<file path="config.mk">
export PLATFORM = sky130hd
export DESIGN_NAME = sfwp_queue
export DESIGN_NICKNAME = d
export VERILOG_FILES = /design/src/sv/sfwp_queue.sv
export SDC_FILE = /design/constraint.sdc
export NUM_CORES = 1
export LEC_CHECK = 0
export ABC_AREA = 1
export BUFFER_PORTS_ARGS = -buffer_cell sky130_fd_sc_hd__buf_2
export CORE_MARGIN = 4
export CORE_UTILIZATION = 45
export CTS_CLUSTER_SIZE = 25
export DETAILED_ROUTE_END_ITERATION = 10
export HOLD_SLACK_MARGIN = 0.02
export PLACE_DENSITY = 0.7
export SETUP_SLACK_MARGIN = 0.5
export SLEW_MARGIN = 25
export SYNTH_ARGS = -nofsm -noshare
export SYNTH_HDL_FRONTEND = slang
export SYNTH_SLANG_ARGS = --single-unit
</file>
<file path="constraint.sdc">
create_clock -name clk -period 5.7 [get_ports clk]
set_input_delay 1.14 -clock clk [delete_from_list [all_inputs] [get_ports clk]]
set_output_delay 1.14 -clock clk [all_outputs]
set_load 0.03 [all_outputs]
</file>
<file path="src/sv/sfwp_queue.sv">
module sfwp_queue #(
	parameter int WIDTH = 51
) (
	input  logic             clk,
	input  logic             arst_n,
	input  logic             push,
	input  logic [WIDTH-1:0] din,
	input  logic             pop,
	output logic [WIDTH-1:0] dout,
	output logic             full,
	output logic             empty
);

	logic [WIDTH-1:0] entry_q [2];
	logic             wr_ptr_q;
	logic             rd_ptr_q;
	logic [1:0]       count_q;

	assign full  = (count_q == 2'd2);
	assign empty = (count_q == 2'd0);
	assign dout  = entry_q[rd_ptr_q];

	always_ff @(posedge clk or negedge arst_n) begin
		if (!arst_n) begin
			wr_ptr_q <= 1'b0;
			rd_ptr_q <= 1'b0;
			count_q  <= 2'd0;
		end else begin
			if (push) begin
				wr_ptr_q <= ~wr_ptr_q;
			end
			if (pop) begin
				rd_ptr_q <= ~rd_ptr_q;
			end
			if (push && !pop) begin
				count_q <= count_q + 2'd1;
			end else if (pop && !push) begin
				count_q <= count_q - 2'd1;
			end
		end
	end

	always_ff @(posedge clk) begin
		if (push) begin
			entry_q[wr_ptr_q] <= din;
		end
	end

	a_no_overflow: assert property (@(posedge clk) disable iff (!arst_n)
		push |-> !full || pop)
		else $error("queue written while full");

	a_no_underflow: assert property (@(posedge clk) disable iff (!arst_n)
		pop |-> !empty)
		else $error("queue read while empty");

endmodule

</file>
==> qor.yml <==
power:
  sw_frac_of_total_pct: 34.9
  seqPwrFrac_pct: 45.8
  power_w: 0.00257
  combPwrFrac_pct: 36.1
  p_sw_w: 0.000898
  peakVddDrop_mv: 0.430
  p_leak_nw: 2.02
  clockPowerShare_pct: 18.1
  power.density_nw_per_um2: 523
  p_int_w: 0.00167
clock_network:
  post_cts_buffers: 0
  numCtsBuffers: 9
  cts_hold_buffers: 0
  root_buffer: "clkbuf_8"
  clk_latency_ns: 0.35
  post_cts_resize_count: 0
  cts_tree: "yes"
  htreeDepth: 3
  cts_sinks: 106
  clk_pin_slew_worst_paths_ns: 0.08
  cts_max_path_buffers: 2
synth:
  yosysSeqAreaShare_pct: 76.4
  synth_nets: 240
  syn_area_sq_um: 4140
  ys_ff_latch: 106
  synth_area_per_cell_sq_um: 22.5
  synth_top_cells_by_area: "edfxtp_1, mux2_4, buf_12"
  synth_top_area_share_pct: 74.0
  syn_inst: 184
  ys.warnings.count: 0
  synth.largest_area_cell: "edfxtp_1"
  synth.distinct_cells: 14
route:
  wire_per_inst_um: 16.4
  drt-initial-drc-count: 54
  wl_met3_um: 442
  routed_wl_um: 6680
  drtAntennaViolNets: 0
  viasPerCell: 4.85
  wl_met1_um: 2830
  drt_pass1_iterations: 4
  num_vias: 1980
  wl_met2_um: 3340
  dr.max_layer_used: "met4"
  route.detailed.drc: 0
place:
  placed_cells: 394
  numPortBuffers: 107
  gp_congestion: 0.650
  dpl.hpwl_um: 4290
worst_setup_path:
  worst_setup_path_start_kind: "flop"
  worstPathMaxFanout: 52
  r2r-start: "wr_ptr_q"
  reg2regPathDepth: 2
  endpoint_kind: "output port"
  path_cells: "mux2_2 -> buf_2"
  cp.required_ns: 4.56
  r2r-end: "entry_q[0][40]"
  slowest_stage: "dfrtp_4"
  r2r_slack_ns: 4.01
  path_class: "flop to output port"
  slowest_delay_ns: 1.08
  crit_arrival_ns: 2.04
  endpoint: "dout[44]"
  crit_path_start: "rd_ptr_q"
die:
  ios: 108
  rows: 34
  core_sq_um: 8850
  die_area_sq_um: 10800
  die-width_um: 104
  die_h_um: 104
  initial_utilization_pct: 46.8
global_route:
  grt_use_total_pct: 12.1
  antenna_found_initial: 0
  grt_pass1_wl_um: 10200
  grt_pass1_vias: 2080
  grt_max_degree: 53
  overflow: 0
worst_hold_path:
  hp-start: "count_q[1]"
  hp-class: "flop to flop"
timing:
  setup_viol: 0
  post-route-min-period_ns: 3.18
  fin_crit_sh_pct: 55.8
  max_slew.worst_pin.slew_ns: 0.976
  slew_viol_final: 0
  fin_tns_setup_ns: 0
  worst_hold_slack_ns: 0.518
  timing.fmax_ghz: 0.314
  fin_skew_ns: 0.0106
  hold_viol: 0
  slew_headroom_pct: 34.9
  rsz0062_at_grt: "no"
final_layout:
  final_common_cell: "buf_2"
  stdcell_count: 408
  final_core_util_pct: 55.5
  diodes: 0
  layout_common_cells: "buf_2, edfxtp_1, mux2_4"
  area_growth_pct: 18.7
  drive_gt1_share_pct: 57.7
  final_nets: 353
flow_run:
  max_cap_violations: 0
status:
  status: "completed"
## how the worst min path moves through the flow
| stage | endpoint | slack [ns] | depth (start not counted) |
|---|---|---|---|
| 3_3_place_gp | count_q[1] | 0.48 | 2 |
| 4_1_cts | count_q[1] | 0.51 | 2 |
| 2_1_floorplan | count_q[1] | 0.46 | 2 |
| 6_report | count_q[1] | 0.52 | 2 |
| 5_1_grt | count_q[1] | 0.56 | 1 |
| 3_5_place_dp | count_q[1] | 0.50 | 2 |
## state kept, by name (all words and copies together), names as in the netlist
register	cells
entry_q	102
wr_ptr_q	1
rd_ptr_q	1
count_q	2
## cells in the mapped netlist
library cell  count
dfrtp_1           4
nor2_1            3
buf_6             1
inv_1             7
mux2_4           49
nand4_1           1
nand2_1           5
xnor2_1           1
xor2_1            2
nand3_1           1
mux2_2            2
buf_12            5
edfxtp_1        102
ha_1              1
## per-stage QoR
step	cell area (sq um)	setup slack (ns)
floorplan	4140	1.92
global placement	4720	2.88
detailed placement	4720	2.88
CTS	4910	2.48
global route	4910	2.40
finish	4910	2.52
## layout make-up
| class | instances | area (sq um) |
|---|---|---|
| clock buffer | 9 | 124 |
| clock inverter | 5 | 71.3 |
| fill | 702 | 3930 |
| inverter | 7 | 28.8 |
| multi-input combinational | 65 | 846 |
| sequential | 106 | 3170 |
| tap | 108 | 135 |
| timing repair buffer | 108 | 543 |
## layer usage
layer  GRT usage, %  vias to the layer above
li1               -                      927
met3           3.60                        8
met2           20.8                       79
met1           14.2                      966
met4           5.13                        0
met5              0                        -
## critical path, delay by kind of cell, from the launching register on
family / cells / cell delay (ns)
buffers and inverters: 1 / 0.18
DFF: 1 / 1.08
muxes: 1 / 0.41
## kinds of logic (layout without fill, tap and decap cells)
logic type,Yosys count,in the layout,synth area share [%]
xor+xnor,3,3,0.635
fa+ha+maj,1,1,0.302
buf+inv,13,129,3.33
flops,106,106,76.4
mux,51,51,18.3
simple gates,10,10,0.998
## power by group through the flow
stage                     sequential [W]  clock [W]  combinational, W
final                            0.00118   0.000465          0.000928
after global routing             0.00120   0.000511          0.000976
after CTS                        0.00118   0.000479          0.000943
after detailed placement         0.00120          0          0.000940
after global placement           0.00119          0          0.000933
after floorplan                  0.00109          0          0.000877
(Power assumes the default switching activity.)
