File: src/sv/sfwp_pkg.sv
package sfwp_pkg;

	// Result codes carried on the kind port.
	typedef enum logic [1:0] {
		KIND_VALID    = 2'd0,
		KIND_UNSTABLE = 2'd1,
		KIND_LENGTH   = 2'd2,
		KIND_NUMBER   = 2'd3
	} kind_t;

	// Configuration register indexes.
	typedef enum logic [0:0] {
		REG_FRAME_SPAN  = 1'b0,
		REG_MOTION_MASK = 1'b1
	} reg_idx_t;

	localparam logic [7:0] STX_BYTE   = 8'h02;
	localparam logic [7:0] CR_BYTE    = 8'h0D;
	localparam logic [7:0] CHAR_BLANK = 8'h20;
	localparam logic [7:0] CHAR_TAB   = 8'h09;
	localparam logic [7:0] CHAR_PLUS  = 8'h2B;
	localparam logic [7:0] CHAR_MINUS = 8'h2D;
	localparam logic [7:0] CHAR_DOT   = 8'h2E;
	localparam logic [7:0] CHAR_ZERO  = 8'h30;
	localparam logic [7:0] CHAR_NINE  = 8'h39;

	localparam int         COUNT_W    = 7;
	localparam logic [6:0] COUNT_MAX  = 7'd127;
	localparam logic [6:0] SPAN_RESET = 7'd16;
	localparam logic [7:0] MASK_RESET = 8'h08;

	localparam int          WEIGHT_W   = 17;
	localparam logic [16:0] WEIGHT_MAX = 17'h1FFFF;

	// Mantissa and rounding word: eight digits plus the rounding half fit in 28 bits.
	localparam int X_W    = 28;
	localparam int FRAC_W = 4;

	// floor(x / 10) == (x * RECIP_TEN) >> RECIP_SHIFT for every 32-bit x.
	localparam logic [31:0] RECIP_TEN   = 32'hCCCCCCCD;
	localparam int          RECIP_SHIFT = 35;

	// Control part of a closed frame handed from the front to the back.
	typedef struct packed {
		kind_t kind;   // length or motion verdict, or KIND_VALID
		logic  parse;  // the weight text decides the result
	} job_ctl_t;

	function automatic logic is_blank(input logic [7:0] c);
		return (c == CHAR_BLANK) || (c >= CHAR_TAB && c <= CR_BYTE);
	endfunction

	// Half of one unit of the last kept digit: 5 * 10^f.
	function automatic logic [X_W-1:0] half_unit(input logic [FRAC_W-1:0] f);
		logic [X_W-1:0] h;
		case (f)
			4'd0:    h = 28'd5;
			4'd1:    h = 28'd50;
			4'd2:    h = 28'd500;
			4'd3:    h = 28'd5000;
			4'd4:    h = 28'd50000;
			4'd5:    h = 28'd500000;
			4'd6:    h = 28'd5000000;
			4'd7:    h = 28'd50000000;
			default: h = 28'd0;
		endcase
		return h;
	endfunction

endpackage

File: src/sv/sfwp_front.sv
module sfwp_front
	import sfwp_pkg::*;
#(
	parameter int DIGIT_COUNT   = 6,
	parameter int DIGIT_OFFSET  = 4,
	parameter int STATUS_OFFSET = 2
) (
	input  logic                     clk,
	input  logic                     arst_n,
	input  logic                     cfg_we,
	input  logic [0:0]               cfg_index,
	input  logic [7:0]               cfg_data,
	input  logic                     in_take,
	input  logic [7:0]               rx_byte,
	output logic                     push,
	output job_ctl_t                 job_ctl,
	output logic [DIGIT_COUNT*8-1:0] job_text
);

	logic [COUNT_W-1:0] span_q;
	logic [7:0]         mask_q;
	logic               in_frame_q;
	logic [COUNT_W-1:0] count_q;
	logic [COUNT_W-1:0] count_next;
	logic [7:0]         status_q;
	logic [7:0]         digit_q [DIGIT_COUNT];
	logic               open_frame;
	logic               store_byte;

	always_ff @(posedge clk or negedge arst_n) begin
		if (!arst_n) begin
			span_q <= SPAN_RESET;
			mask_q <= MASK_RESET;
		end else if (cfg_we) begin
			unique case (reg_idx_t'(cfg_index))
				REG_FRAME_SPAN:  span_q <= cfg_data[COUNT_W-1:0];
				REG_MOTION_MASK: mask_q <= cfg_data;
				default:         ;
			endcase
		end
	end

	assign count_next = (count_q < COUNT_MAX) ? count_q + 7'd1 : count_q;
	assign open_frame = in_take && !in_frame_q && (rx_byte == STX_BYTE);
	assign push       = in_take && in_frame_q && (rx_byte == CR_BYTE);
	assign store_byte = in_take && in_frame_q && (rx_byte != CR_BYTE) && (count_next < COUNT_MAX);

	always_ff @(posedge clk or negedge arst_n) begin
		if (!arst_n) begin
			in_frame_q <= 1'b0;
			count_q    <= '0;
		end else if (open_frame) begin
			in_frame_q <= 1'b1;
			count_q    <= '0;
		end else if (in_take && in_frame_q) begin
			count_q <= count_next;
			if (rx_byte == CR_BYTE) begin
				in_frame_q <= 1'b0;
			end
		end
	end

	// Every frame starts from a zero status byte and a blank weight field.
	always_ff @(posedge clk) begin
		if (open_frame) begin
			status_q <= '0;
			for (int i = 0; i < DIGIT_COUNT; i++) begin
				digit_q[i] <= CHAR_BLANK;
			end
		end else if (store_byte) begin
			if (count_next == COUNT_W'(STATUS_OFFSET)) begin
				status_q <= rx_byte;
			end
			for (int i = 0; i < DIGIT_COUNT; i++) begin
				if (count_next == COUNT_W'(DIGIT_OFFSET + i)) begin
					digit_q[i] <= rx_byte;
				end
			end
		end
	end

	always_comb begin
		job_ctl.parse = 1'b0;
		if (count_next >= COUNT_MAX || count_next != span_q) begin
			job_ctl.kind = KIND_LENGTH;
		end else if ((status_q & mask_q) != 8'd0) begin
			job_ctl.kind = KIND_UNSTABLE;
		end else begin
			job_ctl.kind  = KIND_VALID;
			job_ctl.parse = 1'b1;
		end
		for (int i = 0; i < DIGIT_COUNT; i++) begin
			job_text[i*8 +: 8] = digit_q[i];
		end
	end

	a_push_in_frame: assert property (@(posedge clk) disable iff (!arst_n)
		push |-> in_frame_q)
		else $error("frame closed while no frame was open");

endmodule

File: config.mk
export PLATFORM = sky130hd
export DESIGN_NAME = sfwp_front
export DESIGN_NICKNAME = d
export VERILOG_FILES = /design/src/sv/sfwp_pkg.sv /design/src/sv/sfwp_front.sv
export SDC_FILE = /design/constraint.sdc
export NUM_CORES = 1
export LEC_CHECK = 0
export ABC_AREA = 1
export BUFFER_PORTS_ARGS = -buffer_cell sky130_fd_sc_hd__buf_2
export CORE_UTILIZATION = 49
export DETAILED_ROUTE_END_ITERATION = 12
export PLACE_DENSITY = 0.75
export REMOVE_ABC_BUFFERS = 1
export SETUP_SLACK_MARGIN = 0.02
export SYNTH_ARGS = -nofsm -noshare
export SYNTH_HDL_FRONTEND = slang
export SYNTH_SLANG_ARGS = --single-unit
export TNS_END_PERCENT = 30
File: constraint.sdc
create_clock -name clk -period 2.4 [get_ports clk]
set_clock_uncertainty 0.2 [all_clocks]
set_input_delay 0.6 -clock clk [delete_from_list [all_inputs] [get_ports clk]]
set_output_delay 0.6 -clock clk [all_outputs]
set_load 0.01 [all_outputs]
==> impl_metrics.tcl <==
set metrics [dict create \
    slew_violations 0 \
    first_iter_violations 102 \
    drive_above_1_share_pct 39.7 \
    vdd_drop_max_mv 0.672 \
    die-height_um 87.3 \
    worstSetupEndpointType "output port" \
    clockRootBuffer "clkbuf_8" \
    leakage_nw 2.46 \
    yosysSeqAreaShare_pct 61.1 \
    synth-simple-area-share_pct 25.3 \
    dp_hpwl_mm 5.88 \
    drt_first_pass_iters 4 \
    clkSinkCount 79 \
    synth-xor-area-share_pct 0.736 \
    ys_warn_count 0 \
    fill_cells 567 \
    track_usage_pct 23.9 \
    relSlewSlack_pct 64.2 \
    synth_cell_types 33 \
    numCtsBuffers 9 \
    io_buffers 72 \
    hp-class "in2async" \
    synth_top_family_by_area "simple AND/OR/NAND/NOR gates" \
    clk-insertion-delay-late_ns 0.35 \
    maxClockFrequency_mhz 356 \
    regArea_um2 2180 \
    synthesis.area_um2 3570 \
    wl_per_cell_um 14.3 \
    post-route-util_pct 68.8 \
    die_w_um 87.3 \
    hold_viol 0 \
    violations "setup timing" \
    synth.avg_cell_area_um2 9.67 \
    die_area_um2 7630 \
    cp_max_fo 4 \
    status "finished with violations" \
    n_antenna_cell 0 \
    crit_required_ns 1.60 \
    dpl.cell_count 562 \
    worst-setup-path-type "reg2out" \
    ios 73 \
    rrSetupSlack_ns 0.10 \
    postRouteAntennaNets 0 \
    cp.arrival_ns 2.01 \
    synthMuxAreaShare_pct 0 \
    gp_congestion 0.801 \
    drc_errors 0 \
    antenna_found_initial 0 \
    synthCells 369 \
    area_delta_synth_final_pct 33.1 \
    cp_slowest_cell "dfrtp_2" \
    nets 513 \
    grt_setup_unrepaired "true" \
    synth_compound_area_share_pct 5.05 \
    core_area_um2 6910 \
    grt_pass1_vias 2881 \
    multi_input_area_um2 1340 \
    grt_start_max_net_pins 24 \
    start_util_pct 51.7 \
    powerDensity_nw_per_um2 875 \
    cp_slowest_stage_delay_ns 0.47 \
    setup_viol 3 \
    synth_seq_cells 79 \
    tightestPinTransition_ns 0.537 \
    startpoint_type "flop" \
    htreeDepth 3 \
    gr-total-overflow 0 \
    period_needed_ns 2.81 \
    synthAdderAreaFrac_pct 1.05 \
    grt_pass1_wl_mm 13.5 \
    post-route-period-util_pct 117 \
    cts_buffer_depth 2 \
    setup_ws_ns -0.405 \
    stdcell_count 590 \
    rows 30 \
    maxCapViolations 0 \
    num_vias 2958 \
    cts.reportedPaths.clkPinSlew_ns 0.08 \
    totalWireLength_mm 8.46 \
    cts_tree "built" \
    path_cells "inv_4 > ha_4 > inv_2 > nand2_2 > xnor2_1 > nand2_1 > nor2_2 > nand3_4 > nor2_1 > buf_2" \
    viasPerCell 5.01 \
]
[path summary, 6_finish.rpt]
| kind | cells past startpoint | startpoint | endpoint |
|---|---|---|---|
| worst max-delay path | 10 | count_q[0]$_DFFE_PN0P_ | job_ctl[0] |
| worst min-delay path | 1 | arst_n | span_q[6]$_DFFE_PN0P_ |
| max in group asynchronous | 1 | arst_n | count_q[2]$_DFFE_PN0P_ |
| min in group clk | 3 | cfg_data[7] | mask_q[7]$_DFFE_PN0P_ |
| worst max register to register | 12 | count_q[0]$_DFFE_PN0P_ | digit_q[3][0]$_SDFFCE_PN0P_ |
| worst min register to register | 2 | mask_q[4]$_DFFE_PN0P_ | mask_q[4]$_DFFE_PN0P_ |
[metrics by stage]
stage	setup TNS (ns)	setup WS, ns	hold WS, ns	power (mW)	cell area [um^2]
after floorplan	-12.19	-0.325	0.104	2.35	3540
final	-1.14	-0.405	0.0156	4.16	4750
after global placement	-0.0233	-0.00303	0.268	2.70	4260
after CTS	-0.930	-0.327	0.0116	3.98	4640
after global routing	-1.49	-0.525	0.0405	4.37	4750
after detailed placement	-0.252	-0.0431	0.276	2.73	4260
[timing repair]
| action | in CTS | in global routing |
|---|---|---|
| resized for setup | 31 | 29 |
| endpoints found under the setup margin | 11 | 61 |
| setup buffers | 12 | 0 |
| hold buffers | 0 | 0 |
| pin swaps | 20 | 20 |
[power breakdown]
part	leakage, nW	internal [mW]	switching [mW]
registers	0.886	1.54	0.112
logic	1.47	0.656	0.883
clock network	0.0960	0.477	0.483
[area by class of cell]
type                       count  area share (%)
clock inverter                 6            1.29
inverter                      58            4.64
sequential                    79            46.0
timing repair buffer         113            14.8
multi-input combinational    228            28.1
tap                           96            2.53
clock buffer                  10            2.69
[per-layer routing]
| layer | vias up | track usage [%] | share of wire [%] |
|---|---|---|---|
| met2 | 100 | 40.6 | 51 |
| li1 | 1449 | - | - |
| met1 | 1386 | 28.3 | 41 |
| met3 | 23 | 6.16 | 5.0 |
| met4 | 0 | 11.3 | 3.0 |
| met5 | - | 0 | 0 |
[flip-flops by register name, indices dropped and copies added (netlist names)]
| name | count |
|---|---|
| digit_q | 48 |
| mask_q | 8 |
| status_q | 8 |
| count_q | 7 |
| span_q | 7 |
| in_frame_q | 1 |
[critical path, delay by kind of cell, from the launching register on]
family                   cells  cell delay, ns
adder cells (fa/ha/maj)      1            0.20
flip-flops                   1            0.47
XOR/XNOR                     1            0.15
buffers and inverters        3            0.30
AND/OR/NAND/NOR              5            0.53
[synth_stat cells, drive strengths merged]
library cell / count / share of area [%]
o22ai: 7 / 1.2
a221oi: 2 / 0.49
nor3: 8 / 1.3
inv: 57 / 6.0
dfrtp: 21 / 15
edfxtp: 48 / 40
nand3b: 1 / 0.21
clkbuf: 2 / 0.21
nand2: 81 / 9.3
buf: 2 / 0.46
dfstp: 2 / 1.5
ha: 3 / 1.1
or2: 1 / 0.18
dfxtp: 8 / 4.5
xnor2: 3 / 0.74
a22o: 1 / 0.25
nand3: 15 / 3.2
nor2: 67 / 8.0
a21oi: 1 / 0.14
o21ai: 21 / 2.9
nand4: 17 / 3.2
clkinv: 1 / 0.11
[logic make-up after synthesis]
| kind of cell | count (synthesis) |
|---|---|
| buf+inv | 62 |
| xor+xnor | 3 |
| fa+ha+maj | 3 |
| compound gates | 32 |
| simple gates | 190 |
| flops | 79 |
[layout by cell type, fill, tap and decap left out, types with 7 or more instances in the layout]
cell type / instances
buf_2: 72
dfxtp_1: 8
nand2_2: 20
edfxtp_1: 48
o21ai_0: 16
nand4_1: 16
buf_4: 34
clkbuf_8: 9
nand2_1: 55
inv_1: 49
o22ai_1: 7
dfrtp_1: 18
nor2_1: 56
inv_2: 7
Power figures use the tool's default switching activity.
